### config.mk
export PLATFORM = sky130hd
export DESIGN_NAME = rewds_ram
export DESIGN_NICKNAME = d
export VERILOG_FILES = /design/src/hdl/rewds_ram.sv
export SDC_FILE = /design/constraint.sdc
export NUM_CORES = 1
export LEC_CHECK = 0
export ABC_AREA = 0
export BUFFER_PORTS_ARGS = -buffer_cell sky130_fd_sc_hd__clkbuf_2
export CAP_MARGIN = 20
export CORE_ASPECT_RATIO = 0.9
export CORE_MARGIN = 1
export CORE_UTILIZATION = 62
export CTS_CLUSTER_DIAMETER = 100
export DETAILED_ROUTE_END_ITERATION = 6
export GPL_ROUTABILITY_DRIVEN = 0
export HOLD_SLACK_MARGIN = 0.06
export PLACE_DENSITY = 0.79
export RECOVER_POWER = 50
export SKIP_CTS_REPAIR_TIMING = 1
export SLEW_MARGIN = 30
export SYNTH_ARGS = -nofsm -noshare
export SYNTH_HDL_FRONTEND = slang
export SYNTH_SLANG_ARGS = --single-unit
### constraint.sdc
create_clock -name aclk -period 5.2 [get_ports aclk]
set_input_delay 0.52 -clock aclk [delete_from_list [all_inputs] [get_ports aclk]]
set_output_delay 0.52 -clock aclk [all_outputs]
set_load 0.005 [all_outputs]
### src/hdl/rewds_ram.sv
// Generic single-port-write, registered-read RAM.
module rewds_ram #(
    parameter int WIDTH = 32,
    parameter int DEPTH = 32
) (
    input  logic                                      aclk,
    input  logic                                      we,
    input  logic [((DEPTH > 1) ? $clog2(DEPTH) : 1)-1:0] waddr,
    input  logic [WIDTH-1:0]                          wdata,
    input  logic [((DEPTH > 1) ? $clog2(DEPTH) : 1)-1:0] raddr,
    output logic [WIDTH-1:0]                          rdata
);
    logic [WIDTH-1:0] mem [DEPTH];

    always_ff @(posedge aclk) begin
        if (we) begin
            mem[waddr] <= wdata;
        end
        rdata <= mem[raddr];
    end
endmodule

Word-level counts from Yosys, hierarchy flattened
Memories as Yosys holds them, arrays and structs flattened. A register that Yosys moved wholly into a read port is not among the register bits.
Cells that the tools add are included.
{"block": "classes", "mux": 2}
{"op": "1-bit two-way mux", "n": 2}
{"block": "totals", "word_cells": 3, "output_inout_bits": 32, "ram_bits": 1024, "memories": 1, "register_bits": 0}
{"memory": "mem", "depth": 32, "word_bits": 32, "rd": 1, "rd_ports_with_merged_regs": 1, "wr": 1, "line_no": "13", "rtl": "logic [WIDTH-1:0] mem [DEPTH];"}

Logic depth before layout (Yosys ltp)
Gate-level depths: netlist of the first run.
{"block": "depth", "word_depth": 2, "ltp_mapped": 8, "mapped_depth_nobuf": 5}

Worst setup path before layout of the first run
OpenSTA, ideal clock, no wires.
{"block": "synth_timing", "kind": "input-to-reg", "startpoint": "input waddr[1] in the netlist's numbering", "endpoint": "memory mem[12][0] (enable)", "t_arrival_ps": 2533, "stages": 3, "required_time_ps": 4779, "setup_ps": 421, "slack_ps": 2246, "path_buffers": 1, "cell_sequence": "or3b_2 clkbuf_1 nor2_1"}
{"item": "from (decl)", "line_no": "8", "rtl": "input logic [((DEPTH > 1) ? $clog2(DEPTH) : 1)-1:0] waddr,"}
{"item": "to (decl)", "line_no": "13"}
No word-level cell before the write port.

Worst setup path in the final report of the first run
{"block": "layout_timing", "startpoint": "input waddr[1] in the netlist's numbering", "endpoint": "memory mem[20][22] (enable)"}
No word-level cell before the write port.

==> reports/metrics.csv, run 1 <==
metric;value;unit
status;complete, but fails checks;
violations;capacitance limit, slew limit;
cap_violations;4;
arrival;2810;ps
power.density;385;nW/µm²
cts_buffers;99;
drtPass1Iterations;5;
syn_nets;2304;
synth_cell_types;25;
drc;0;
syn_area_per_cell;17.9;µm²
grtUsageTotal;28.4;%
top_layer;met4;
dp_hpwl;50.3;mm
fin_nets;2414;
leakagePower;15.8;nW
relSlewSlack;-3.47;%
cts_max_path_buffers;3;
worstPathMaxFanout;16;
critical_path.cell_chain;clkbuf_1 -> or3b_1 -> nor2_1 -> clkbuf_1;
finalSetupTns;0;ps
period_share;49.2;%
hold_path.class;in2reg;
crit_buf_inv;2;
criticalPathCategory;in2reg;
worstSetupEndpointType;register;
vdd_drop_max;0.274;mV
cp.required;5450;ps
pwr-share-comb;5.0;%
switching_share;21.1;%
cp_top_family;simple AND/OR/NAND/NOR gates;
route.vias.total;21479;
power.share.clock;40.4;%
drive_gt1_share;11.3;%
regArea;31400;µm²
fin_worst_skew;19.5;ps
r2r_setup_slack;3680;ps
synth_area;40500;µm²
cp.depth;4;
fmax;0.391;GHz
final-setup-viol-count;0;
cts_tree;yes;
rsz0062_at_grt;no;
yosysSeqAreaShare;77.5;%
grt-ovfl-total;0;
tightest_slew;1550;ps
die_area;66300;µm²
wirelength;93.5;mm
drt-vias-per-instance;6.49;
die_y;244;µm
grt_antenna_before_repair;1;
drtIter0Drc;2538;
final_common_cell;edfxtp_1;
worstSetupEndpoint;mem[20][22];
multiInputGateArea;8600;µm²
die_w;271;µm
fillers;3796;
hold_viol;0;
wl_per_cell;28.3;µm
final_cell_mix;edfxtp_1, mux2i_1, clkbuf_16;
clock_latency;660;ps
r2r_end;rdata[4];
worstSetupStartpoint;waddr[1];
wl_met1;35.9;mm
power_switching;0.00368;W
startpoint_type;input pin;
finalMaxSlewViolations;66;
grt_pass1_vias;21704;
grt_pass1_wl;137;mm
portBuffers;75;
cpMostUsedCell;clkbuf_1;
syn_inst;2260;
antenna_left;0;
coreArea;64300;µm²
clk_pin_slew;60;ps
ys_seq_elements;1056;
start_util;63.0;%
cts-root-buf;clkbuf_16;
finalCriticalPeriod;2560;ps
cell_internal_pwr;0.0138;W
cp_slowest_cell;clkbuf_1;
met2_length;46.2;mm
io_pins;76;
r2r-start;mem[1][4];
wl_met3;8.95;mm
htreeDepth;3;
grt_max_degree;95;
area_delta_synth_final;12.0;%
fin_total_pwr;0.0174;W
ys_warn_count;0;
slowest_delay;980;ps
pwr-share-seq;54.6;%
core.rowCount;88;
cts_num_sinks;1056;
worst_r2r_path_depth;5;
-- worst reg2reg max path: stages, from the launching register on --
cell and delay, ps:
edfxtp_1 360, mux2i_1 170, a22o_1 190, nor3_1 60, a31oi_1 450, nand3_1 160
-- Yosys cell counts --
master    count  area share [%]
a21oi_1      96             1.2
a22o_1       64             1.4
a22oi_1      96             1.8
a31oi_1      32            0.49
and2_1        1           0.015
and2b_1       1           0.019
buf_1         5           0.046
buf_2        26            0.32
buf_4        33            0.61
buf_6        15            0.42
clkbuf_1     46            0.43
clkbuf_4      2           0.037
dfxtp_1      32             1.6
edfxtp_1   1024              76
mux2i_1     512              13
nand2_1      98            0.91
nand2b_1      2           0.031
nand3_1      98             1.2
nand3b_1      5           0.093
nor2_1       34            0.32
nor2b_1       1           0.015
nor3_1       32            0.40
or2_2         1           0.015
or3_1         1           0.015
or3b_2        3           0.065
-- power groups by stage --
stage / combinational [W] / sequential (W) / clock, W
6_report: 0.000878 / 0.00952 / 0.00704
5_1_grt: 0.000927 / 0.00952 / 0.00740
4_1_cts: 0.000871 / 0.00952 / 0.00708
3_5_place_dp: 0.000861 / 0.00970 / 0
3_3_place_gp: 0.000825 / 0.00969 / 0
2_1_floorplan: 0.000489 / 0.00968 / 0
-- final cells by class --
cell class,instances,share of cell area [%]
Antenna cell,1,0.00552
Tap cell,855,2.36
Multi-Input combinational cell,1077,19.0
Clock buffer,127,5.76
Clock inverter,56,1.18
Sequential cell,1056,69.2
Timing Repair Buffer,136,2.52
-- logic make-up (layout without fill, tap and decap cells) --
| group | count (synthesis) | count (layout) | synth area share [%] |
|---|---|---|---|
| muxes | 512 | 512 | 12.7 |
| AOI/OAI and AO/OA | 288 | 288 | 4.85 |
| DFF | 1056 | 1056 | 77.5 |
| buffers and inverters | 127 | 319 | 1.86 |
| other | 0 | 1 | 0 |
| and+or+nand+nor | 277 | 277 | 3.10 |
-- registers in the layout (all words and copies together) (netlist names) --
name and cells:
rdata 32, mem 1024
-- how the worst min path moves through the flow --
stage / startpoint / to / slack, ps / depth (start not counted)
3_3_place_gp: mem[26][30] / rdata[30] / 580 / 4
5_1_grt: raddr[1] / rdata[13] / 580 / 5
2_1_floorplan: mem[16][10] / rdata[10] / 550 / 4
4_1_cts: wdata[29] / mem[13][29] / 440 / 1
3_5_place_dp: mem[26][30] / rdata[30] / 580 / 4
6_report: raddr[1] / rdata[11] / 530 / 5
-- through the flow --
stage	worst slack (ps)	area (µm²)	std cells	hold slack (ps)	util, %
2_1_floorplan	2250	40500	2260	553	-
3_3_place_gp	1990	42000	3111	585	65.2
3_5_place_dp	2070	42200	3121	575	65.7
4_1_cts	2760	45400	3304	445	70.6
5_1_grt	2620	45400	3307	584	70.5
6_report	2640	45400	3308	535	70.5
-- routing by layer --
metal  vias up  GRT usage (%)
li1       9189              -
met1     10878           39.3
met2      1220           46.7
met3       192           4.92
met4         0           8.74
met5         -              0
(Power assumes the default switching activity.)
==> inputs of run 2 (changes only) <==
Clock period 5.2 ns to 2.59 ns, I/O delays scaled along.
==> run 2 against run 1 <==
Compared with the run above: the run now ends clean; register-to-register slack lost 2600 ps; final cell count grew 1.8%; via count rose by 1.6%; critical endpoint is now mem[7][15]; largest cell class unchanged.
==> reports/metrics.csv, run 2 (synthesis results as in run 1) <==
metric;value;unit
rsz0062_at_grt;no;
pre_cts_slack;500;ps
period_share;65.8;%
worstHoldStart;raddr[2];
reg.largest.list;mem (1024), rdata (32);
cts_num_sinks;1056;
worst_r2r_path_depth;5;
slowest_delay;1000;ps
clock_latency;650;ps
drc;0;
switching_share;20.6;%
cts_max_path_buffers;3;
grt_pass1_wl;140;mm
io_pins;76;
cts_tree;yes;
r2r_end;rdata[20];
portBuffers;75;
pwr-share-comb;5.1;%
status;complete, no violations;
drtIter0Drc;2610;
cts-root-buf;clkbuf_16;
criticalPathCategory;in2reg;
final-setup-viol-count;0;
finalMaxSlewViolations;0;
power.density;771;nW/µm²
start_util;63.0;%
area_delta_synth_final;13.4;%
cap_violations;0;
holdPathStages;6;
drtPass1Iterations;7;
tightest_slew;1470;ps
cpMostUsedCell;clkbuf_1;
die_area;66300;µm²
pwr-share-seq;54.0;%
die_w;271;µm
hold_path.class;in2reg;
fmax;0.586;GHz
cp.required;2830;ps
crit_buf_inv;2;
wirelength;95.5;mm
antenna_left;0;
fin_nets;2473;
min_to;rdata[10];
power_switching;0.00731;W
cell_internal_pwr;0.0281;W
r2r_setup_slack;1100;ps
core.rowCount;88;
coreArea;64300;µm²
drt-vias-per-instance;6.48;
grtUsageTotal;29.1;%
grt_pass1_vias;22030;
grt_antenna_before_repair;2;
final_cell_mix;edfxtp_1, mux2i_1, clkbuf_16;
drive_gt1_share;13.8;%
fin_util;71.4;%
critical_path.cell_chain;clkbuf_1 -> nor2_1 -> nand2_1 -> nor2_4 -> clkbuf_1;
cts_buffers;99;
largest_register;mem;
fillers;3763;
power.share.clock;40.9;%
layout_setup_ws;885;ps
largest_reg_flops;1024;
arrival;1950;ps
dp_hpwl;53.0;mm
worstSetupEndpointType;register;
clk_pin_slew;60;ps
wl_per_cell;28.4;µm
hold_viol;0;
grt_max_degree;66;
cp_top_family;buffers and inverters;
die_y;244;µm
fin_worst_skew;20.0;ps
route.vias.total;21813;
startpoint_type;input pin;
relSlewSlack;2.33;%
vdd_drop_max;0.551;mV
r2r-start;mem[1][20];
final_common_cell;edfxtp_1;
cp_slowest_cell;clkbuf_1;
leakagePower;16.1;nW
grt-ovfl-total;0;
worstPathMaxFanout;14;
htreeDepth;3;
finalCriticalPeriod;1710;ps
==> run 2: changes by cell type in the layout (fill, tap and decap cells not counted), sizes merged <==
cell	before	now
buf	60	117
clkinvlp	1	3
clkinv	42	35
clkbuf	203	212
inv	4	0
bufinv	9	10
==> run 2: final cells by class <==
| cell class | count | area (µm²) | area share [%] |
|---|---|---|---|
| Sequential cell | 1056 | 31400 | 68.4 |
| Clock inverter | 48 | 497 | 1.08 |
| Multi-Input combinational cell | 1077 | 8600 | 18.7 |
| Timing Repair Buffer | 195 | 1590 | 3.47 |
| Tap cell | 855 | 1070 | 2.33 |
| Antenna cell | 1 | 2.50 | 0.00545 |
| Clock buffer | 134 | 2770 | 6.04 |
==> run 2: worst max-delay path by stage <==
stage / slack, ps / start / endpoint / cells past startpoint
floorplan: -100 / waddr[1] / mem[12][0] / 3
global placement: 550 / raddr[0] / rdata[20] / 7
detailed placement: 500 / raddr[1] / rdata[11] / 7
CTS: 1000 / rdata[13] / rdata[13] / 1
global route: 830 / waddr[4] / mem[7][15] / 5
finish: 880 / waddr[4] / mem[7][15] / 5
==> run 2: power groups by stage <==
| stage | sequential, W | clock (W) | combinational (W) |
|---|---|---|---|
| global placement | 0.0195 | 0 | 0.00171 |
| finish | 0.0191 | 0.0145 | 0.00180 |
| CTS | 0.0191 | 0.0146 | 0.00179 |
| global route | 0.0191 | 0.0153 | 0.00190 |
| detailed placement | 0.0195 | 0 | 0.00177 |
| floorplan | 0.0194 | 0 | 0.000981 |
==> run 2: worst register-to-register path, cell delays in order (launching register included) <==
cell,delay [ps]
edfxtp_1,370
mux2i_1,220
a22o_1,180
nor3_1,70
a31oi_1,280
nand3_1,200
==> run 2: per-stage QoR <==
stage / cells / TNS, ps / total power (W) / instance area, µm² / hold WS, ps
floorplan: 2260 / -25450 / 0.0204 / 40500 / 358
global placement: 3183 / 0 / 0.0212 / 42700 / 582
detailed placement: 3183 / 0 / 0.0212 / 42700 / 586
CTS: 3365 / 0 / 0.0355 / 46000 / 173
global route: 3366 / 0 / 0.0363 / 45900 / 295
finish: 3366 / 0 / 0.0354 / 45900 / 305
==> run 2: per-layer routing <==
layer  vias up  track usage (%)  wire length (µm)
li1       9304                -                 -
met3       248             5.71              8630
met4         0             11.8              3980
met2      1202             47.6             46800
met5         -                0                 0
met1     11059             38.5             36200
