**src/hdl/rewds_pkg.sv**
```systemverilog
// Shared types and constants of the radial exponentially weighted descriptor sum unit.
package rewds_pkg;

    localparam logic [1:0] OP_WRITE  = 2'd0;
    localparam logic [1:0] OP_SAMPLE = 2'd1;
    localparam logic [1:0] OP_EMIT   = 2'd2;

    localparam logic [32:0] LOG2E_Q30 = 33'd1549082005;
    localparam logic [31:0] PC1       = 32'd744261118;
    localparam logic [31:0] PC2       = 32'd257941248;
    localparam logic [31:0] PC3       = 32'd59597083;
    localparam logic [31:0] PC4       = 32'd10327388;
    localparam logic [31:0] PC5       = 32'd1431680;
    localparam logic [31:0] ONE_Q30   = 32'd1073741824;

    typedef struct packed {
        logic               start;
        logic signed [15:0] descriptor;
        logic signed [15:0] alpha;
        logic signed [15:0] weight;
    } term_req_t;

    typedef struct packed {
        logic               done;
        logic signed [32:0] value;
    } term_rsp_t;

    function automatic logic [31:0] horner_coef(input logic [2:0] step);
        logic [31:0] c;
        case (step)
            3'd0:    c = PC4;
            3'd1:    c = PC3;
            3'd2:    c = PC2;
            3'd3:    c = PC1;
            default: c = ONE_Q30;
        endcase
        return c;
    endfunction

endpackage

```
**src/hdl/rewds_term.sv**
```systemverilog
// Iterative single-multiplier datapath for one weighted exponential term.
module rewds_term
    import rewds_pkg::*;
(
    input  logic      aclk,
    input  logic      aresetn,
    input  term_req_t req,
    output term_rsp_t rsp
);
    typedef enum logic [3:0] {
        T_IDLE, T_P, T_Y, T_F, T_H, T_HA, T_DW, T_AB, T_Q, T_SH
    } tstate_t;

    tstate_t            state_reg;
    logic signed [15:0] d_reg, a_reg, w_reg;
    logic signed [65:0] prod_reg;
    logic [7:0]         k_reg;
    logic [23:0]        f_reg;
    logic [31:0]        acc_reg;
    logic [2:0]         hcnt_reg;
    logic               neg_reg;
    logic [31:0]        mag_reg;
    logic               done_reg;
    logic signed [32:0] value_reg;

    logic signed [32:0] mul_a, mul_b;
    logic signed [31:0] y;
    logic signed [31:0] dw;
    logic signed [8:0]  sft;
    logic [8:0]         rsh;
    logic [61:0]        mag;
    logic [31:0]        lim, lim_sh;
    logic [61:0]        t1, r62;
    logic [31:0]        r;
    logic signed [32:0] t;

    always_comb begin
        case (state_reg)
            T_P: begin
                mul_a = 33'(a_reg);
                mul_b = 33'(d_reg);
            end
            T_Y: begin
                mul_a = 33'(signed'(prod_reg[31:0]));
                mul_b = LOG2E_Q30;
            end
            T_H: begin
                mul_a = {1'b0, acc_reg};
                mul_b = {3'b0, f_reg, 6'b0};
            end
            T_DW: begin
                mul_a = 33'(d_reg);
                mul_b = 33'(w_reg);
            end
            T_Q: begin
                mul_a = {1'b0, mag_reg};
                mul_b = {1'b0, acc_reg};
            end
            default: begin
                mul_a = '0;
                mul_b = '0;
            end
        endcase
    end

    assign y  = signed'(prod_reg[61:30]);
    assign dw = signed'(prod_reg[31:0]);

    always_comb begin
        sft    = signed'({k_reg[7], k_reg}) - 9'sd38;
        rsh    = 9'd0 - 9'(sft);
        mag    = prod_reg[61:0];
        lim    = neg_reg ? 32'h8000_0000 : 32'h7FFF_FFFF;
        lim_sh = lim >> sft[4:0];
        t1     = mag >> (rsh[5:0] - 6'd1);
        r62    = (t1 + 62'd1) >> 1;
        if (mag == '0) begin
            r = '0;
        end else if (!sft[8]) begin
            if (sft >= 9'sd32) begin
                r = lim;
            end else if (mag > {30'b0, lim_sh}) begin
                r = lim;
            end else begin
                r = 32'(mag << sft[4:0]);
            end
        end else if (rsh >= 9'd64) begin
            r = '0;
        end else if (r62 > {30'b0, lim}) begin
            r = lim;
        end else begin
            r = r62[31:0];
        end
        t = neg_reg ? -signed'({1'b0, r}) : signed'({1'b0, r});
    end

    always_ff @(posedge aclk) begin
        prod_reg <= mul_a * mul_b;
        if (!aresetn) begin
            state_reg <= T_IDLE;
            done_reg  <= 1'b0;
        end else begin
            done_reg <= 1'b0;
            case (state_reg)
                T_IDLE: begin
                    if (req.start) begin
                        d_reg     <= req.descriptor;
                        a_reg     <= req.alpha;
                        w_reg     <= req.weight;
                        state_reg <= T_P;
                    end
                end
                T_P: state_reg <= T_Y;
                T_Y: state_reg <= T_F;
                T_F: begin
                    k_reg     <= y[31:24];
                    f_reg     <= y[23:0];
                    acc_reg   <= PC5;
                    hcnt_reg  <= '0;
                    state_reg <= T_H;
                end
                T_H: state_reg <= T_HA;
                T_HA: begin
                    acc_reg  <= horner_coef(hcnt_reg) + prod_reg[61:30];
                    hcnt_reg <= hcnt_reg + 3'd1;
                    state_reg <= (hcnt_reg == 3'd4) ? T_DW : T_H;
                end
                T_DW: state_reg <= T_AB;
                T_AB: begin
                    neg_reg   <= dw[31];
                    mag_reg   <= dw[31] ? 32'(-dw) : 32'(dw);
                    state_reg <= T_Q;
                end
                T_Q: state_reg <= T_SH;
                T_SH: begin
                    value_reg <= t;
                    done_reg  <= 1'b1;
                    state_reg <= T_IDLE;
                end
                default: state_reg <= T_IDLE;
            endcase
        end
    end

    assign rsp.done  = done_reg;
    assign rsp.value = value_reg;
endmodule

```
**config.mk**
```make
export PLATFORM = sky130hd
export DESIGN_NAME = rewds_term
export DESIGN_NICKNAME = d
export VERILOG_FILES = /design/src/hdl/rewds_pkg.sv /design/src/hdl/rewds_term.sv
export SDC_FILE = /design/constraint.sdc
export NUM_CORES = 2
export LEC_CHECK = 0
export BUFFER_PORTS_ARGS = -buffer_cell sky130_fd_sc_hd__buf_2
export CAP_MARGIN = 0
export CORE_UTILIZATION = 55
export CTS_BUF_LIST = sky130_fd_sc_hd__clkbuf_4
export DETAILED_ROUTE_END_ITERATION = 7
export PLACE_DENSITY = 0.74
export SYNTH_ARGS = -nofsm -noshare
export SYNTH_HDL_FRONTEND = slang
export SYNTH_SLANG_ARGS = --single-unit
```
**constraint.sdc**
```tcl
create_clock -name aclk -period 10.7 [get_ports aclk]
set_clock_uncertainty 0.15 [all_clocks]
set_input_delay 2.14 -clock aclk [delete_from_list [all_inputs] [get_ports aclk]]
set_output_delay 2.14 -clock aclk [all_outputs]
set_load 0.005 [all_outputs]
```
# == Word-level counts from Yosys, hierarchy flattened ==
# Cells that the tools add are included.
# Widths: inputs -> output; s select.
# word_totals
input_bits,51
ramBits,0
latch_bits,0
output_inout_bits,34
wordCells,74
reg_bits,248
romBits,0
mem_count,0
# classes
reduce_logical,9
n_eq_ne,14
add_sub_neg,8
mul,1
div,0
muxes,20
n_shift,3
magnitude_cmp,4
n_bitwise,0
# ops
operator,n
$pmux 33 s5,2
$mux 32,10
$pmux 31 s4,1
$pmux 32 s2,1
$add 62x1->62 const B,1
$gt 62x32->1,1
$logic_not 62->1,1
$mul 33x33->62,1
$shl 62x5->32,1
$shr 62x6->62,1
$gt 61x32->1,1
$pmux 4 s9,1
$neg 32->33,1
$add 32x32->32,1
$neg 32->32,1
$shr 32x5->32,1
$mux 31,1
$ge 9x7->1 const B,2
$eq 4x3->1 const B,4
$sub 1x9->9 const A,1
$sub 8x7->9 const B,1
$eq 4x2->1 const B,2
$eq 4x4->1 const B,2
$reduce_and 2->1,4
15 further kinds,16

# == Logic depth before layout (Yosys ltp) ==
# depth
depth_word,12
ltp_mapped,47
mapped_depth_nobuf,40

# == Least setup slack after synthesis ==
# Ideal clock, no wire load.
# synth_timing
path_kind,register -> register
start,register state_reg[1]
end,register prod_reg[58]
n_path_buf,5
t_arrival_ns,10.372
path_slack_ns,0.055
setup_ns,0.123
stages_incl_launch_ff,41
path_cell_list,dfxtp_1 > clkbuf_1 > nor4b_1 > clkbuf_1 > buf_1 > clkbuf_1 > nand2_1 > nand4_1 > clkbuf_1 > nand2_1 > fa_1 > fa_1 > inv_1 > fa_1 > inv_1 > fa_1 > fa_1 > inv_1 > [... 5 more ...] > ha_1 > a21o_1 > a21o_1 > a21o_1 > a21o_1 > a21o_1 > a31oi_1 > o211ai_1 > a31oi_1 > a21oi_1 > o31a_1 > a221oi_1 > o211a_1 > o41ai_1 > a21o_1 > and3_1 > and4b_1 > a211oi_1
# synth_between
elab_chain_cells,3
# synth_lines
element,line_no,source
from (decl),rewds_term.sv:14,tstate_t state_reg;
from (signal assigned),rewds_term.sv:126,state_reg <= (hcnt_reg == 3'd4) ? T_DW : T_H;
$eq 4x4->1 (tied with other cells),rewds_term.sv:38,case (state_reg)
$pmux 33 s5,rewds_term.sv:38,
$mul 33x33->62 (*),rewds_term.sv:98,prod_reg <= mul_a * mul_b;
to (signal assigned),rewds_term.sv:98,
to (decl),rewds_term.sv:16,logic signed [65:0] prod_reg;
# Every way passes the cells marked *; elsewhere a longest branch is shown, timed or not.
# A chain may end at the register's enable or synchronous reset.

# == Worst setup path in the final report ==
# Ends and elaborated chain as after synthesis.

==> flow_summary.toml <==
[yosys]
netlist_instances = 6660
ys_async_sr_fraction_pct = 0
syn_nets = 8127
syn_avg_cell_area_um2 = 8.88
yosysWarnings = 0
synthesis.area_mm2 = 0.0592
ys_seq_area_share_pct = 11.5
synth.distinct_cells = 111
synth_edf_count = 181
synth-main-ff-cell = "edfxtp_1"
ys_seq_elements = 248

[placed_design]
dp_hpwl_um = 186000
place.gp.congestion = 1.08
dpl.cell_count = 8056
io_buffers = 84
place_ws_ns = -0.199

[sta]
min_period_ns = 10.49
timing.final.ws_setup_ns = 0.214
worstMarginPinSlew_ns = 1.18
finalSetupViolCount = 0
fin_crit_sh_pct = 98.0
finalHoldViolations = 0
slew_headroom_pct = 21.1
fmax_mhz = 95.4
slew_violations = 0

[setup_path]
crit_required_ns = 11.36
crit_top_cell = "fa_1"
startpoint_type = "flop"
r2r_setup_slack_ns = 0.21
worst-endpoint-arrival_ns = 11.14
critPathCaptureType = "flop"
cp_slowest_cell = "a221oi_1"
cp_max_fo = 22
r2r_end = "prod_reg[58]"
regToRegStartpoint = "state_reg[1]"
setup.worst_path.class = "reg -> reg"
reg2regPathDepth = 36
startpoint = "state_reg[1]"
cpPeakStageDelay_ns = 0.80

[min_path]
worstHoldPathType = "reg -> reg"
whs_path_depth = 0
min_from = "prod_reg[53]"
min_to = "f_reg[23]"

[layout]
drive_gt1_share_pct = 11.7
largest_reg_flops = 62
final_util_pct = 60.2
syn2layout_area_growth_pct = 7.95
layout.nets = 8237
n_fill_cell = 9456
fin_cells = 8215

[drt]
drc_errors = 0
wirelength_um = 225000
first_pass_iters = 7
wl_per_cell_um = 27.4
drt_iter0_markers = 6024
vias = 50900
viasPerCell = 6.19
ant_nets = 0

[power_and_ir_drop]
report.power.total_mw = 11.3
p_per_area_mw_per_mm2 = 177
vdd_drop_max_uv = 406
leakage_nw = 30.0

[global_routing]
grt_overflow = 0
antenna_found_initial = 8
grt.total_usage_pct = 42.4
grt_max_degree = 135
grt_pass1_wl_um = 336000
grt_pass1_vias = 51800

[run]
cap_violations = 0

[clock_tree]
cts_tree = "yes"
clk_latency_ns = 0.90
htree_num_levels = 3
numCtsBuffers = 67
cts_root_buf = "clkbuf_4"
cts_hold_buf = 0
cts_sinks = 248
clkTransAtPathRegs_ns = 0.07
clk_path_buf_depth = 3

[floorplanning]
ios = 85
die_h_um = 330
die_area_mm2 = 0.109
core-area_mm2 = 0.106
die_w_um = 330
initial_core_util_pct = 55.8
rows = 119

[outcome]
status = "completed"
## synth_stat cells (26+ instances only)
cell         n  share of area, %
inv_1     1135               7.2
fa_1      1101                37
nand2_1    985               6.3
nor2_1     698               4.4
ha_1       315               6.7
clkbuf_1   302               1.9
edfxtp_1   181               9.2
a21oi_1    169               1.4
xnor2_1    144               2.1
mux2i_1    136               2.3
o21ai_0    135               1.1
nor3_1      70              0.59
nand3_1     68              0.58
nand4_1     68              0.72
dfxtp_1     67               2.3
mux2_2      63               1.2
a22oi_1     54              0.69
xor2_1      50              0.74
a21o_1      45              0.57
and4_1      43              0.64
mux4_2      42               1.6
and2_1      40              0.42
buf_1       40              0.25
a31oi_1     36              0.38
nand2b_1    36              0.38
o211ai_1    36              0.46
nor2b_1     35              0.37
nor4_1      34              0.36
a211oi_1    33              0.42
a221o_1     33              0.56
a221oi_1    33              0.49
buf_2       26              0.22
## worst max-delay path: cells and delay by family, from the launching register on
family	cells	cell delay, ns
DFF	1	0.37
AOI/OAI and AO/OA	10	2.90
adders and majority gates	9	4.52
buffers and inverters	10	1.38
and+or+nand+nor	7	1.07
## what timing repair did
| item | 4_1_cts | 5_1_grt |
|---|---|---|
| pin swaps | 3 | 16 |
| gates cloned | 0 | 2 |
| buffers inserted | 5 | 29 |
| setup endpoints to repair | 3 | 19 |
| resized for setup | 2 | 67 |
## kinds of logic after synthesis
family,after synthesis,share of synthesized area (%)
AOI/OAI and AO/OA,817,9.78
muxes,244,5.16
buffers and inverters,1543,10.3
adders and majority gates,1416,43.9
and+or+nand+nor,2190,16.3
DFF,248,11.5
xor gates and xnor gates,202,3.15
## placed cells by master, fill, tap and decap left out, types with 23 or more instances in the layout
master,instances
inv_1,1135
fa_1,1101
nand2_1,979
nor2_1,688
buf_4,321
ha_1,312
edfxtp_1,181
a21oi_1,164
xnor2_1,142
mux2i_1,136
o21ai_0,134
clkbuf_4,94
buf_2,84
nand3_1,68
nand4_1,68
nor3_1,66
mux2_2,63
dfxtp_1,63
a22oi_1,50
xor2_1,48
a21o_1,45
mux4_2,42
and2_1,37
o211ai_1,36
and4_1,36
nand2b_1,35
a31oi_1,35
nor2b_1,34
nor4_1,34
a211oi_1,32
a221o_1,28
buf_12,26
o31ai_1,24
or3_1,24
o22ai_1,23
## worst max path at each step
stage,endpoint,cells after the start
floorplan,prod_reg[58],40
global placement,prod_reg[58],37
detailed placement,prod_reg[58],37
CTS,prod_reg[58],42
global route,prod_reg[60],43
finish,prod_reg[58],36
## through the flow
stage,hold slack [ns],instance area [µm²],TNS (ns)
3_3_place_gp,0.428,62400,-0.154
6_report,0.446,63900,0
4_1_cts,0.441,63300,0
3_5_place_dp,0.432,62400,-0.343
5_1_grt,0.468,63800,-0.0778
2_1_floorplan,0.256,59200,0
## final cells by class
class / count / area, µm² / share of cell area (%)
flip-flops and latches: 248 / 6780 / 10.6
inverters: 1138 / 4270 / 6.69
well taps: 1391 / 1740 / 2.73
clock inverters: 26 / 136 / 0.214
repair buffers: 446 / 3520 / 5.51
multi-input cells: 4869 / 46700 / 73.1
clock buffers: 93 / 698 / 1.09
diodes: 4 / 10.0 / 0.0157
## power breakdown
group	leakage, nW	internal (mW)	switching, mW
logic	27.2	3.33	5.48
clock network	0.504	0.428	0.475
registers	2.21	1.25	0.347
total	30.0	5.00	6.30
## layer usage
metal  share of wire (%)  track usage [%]  up-vias  routed length [µm]
li1                    -                -    21600                   -
met1                  38             55.2    25300               84600
met3                  12             11.5      761               26900
met4                 7.5             26.4       10               17000
met2                  43             62.9     3203               96800
met5               0.030                0        -                  67
No activity file was read; power rests on OpenSTA's default activity.
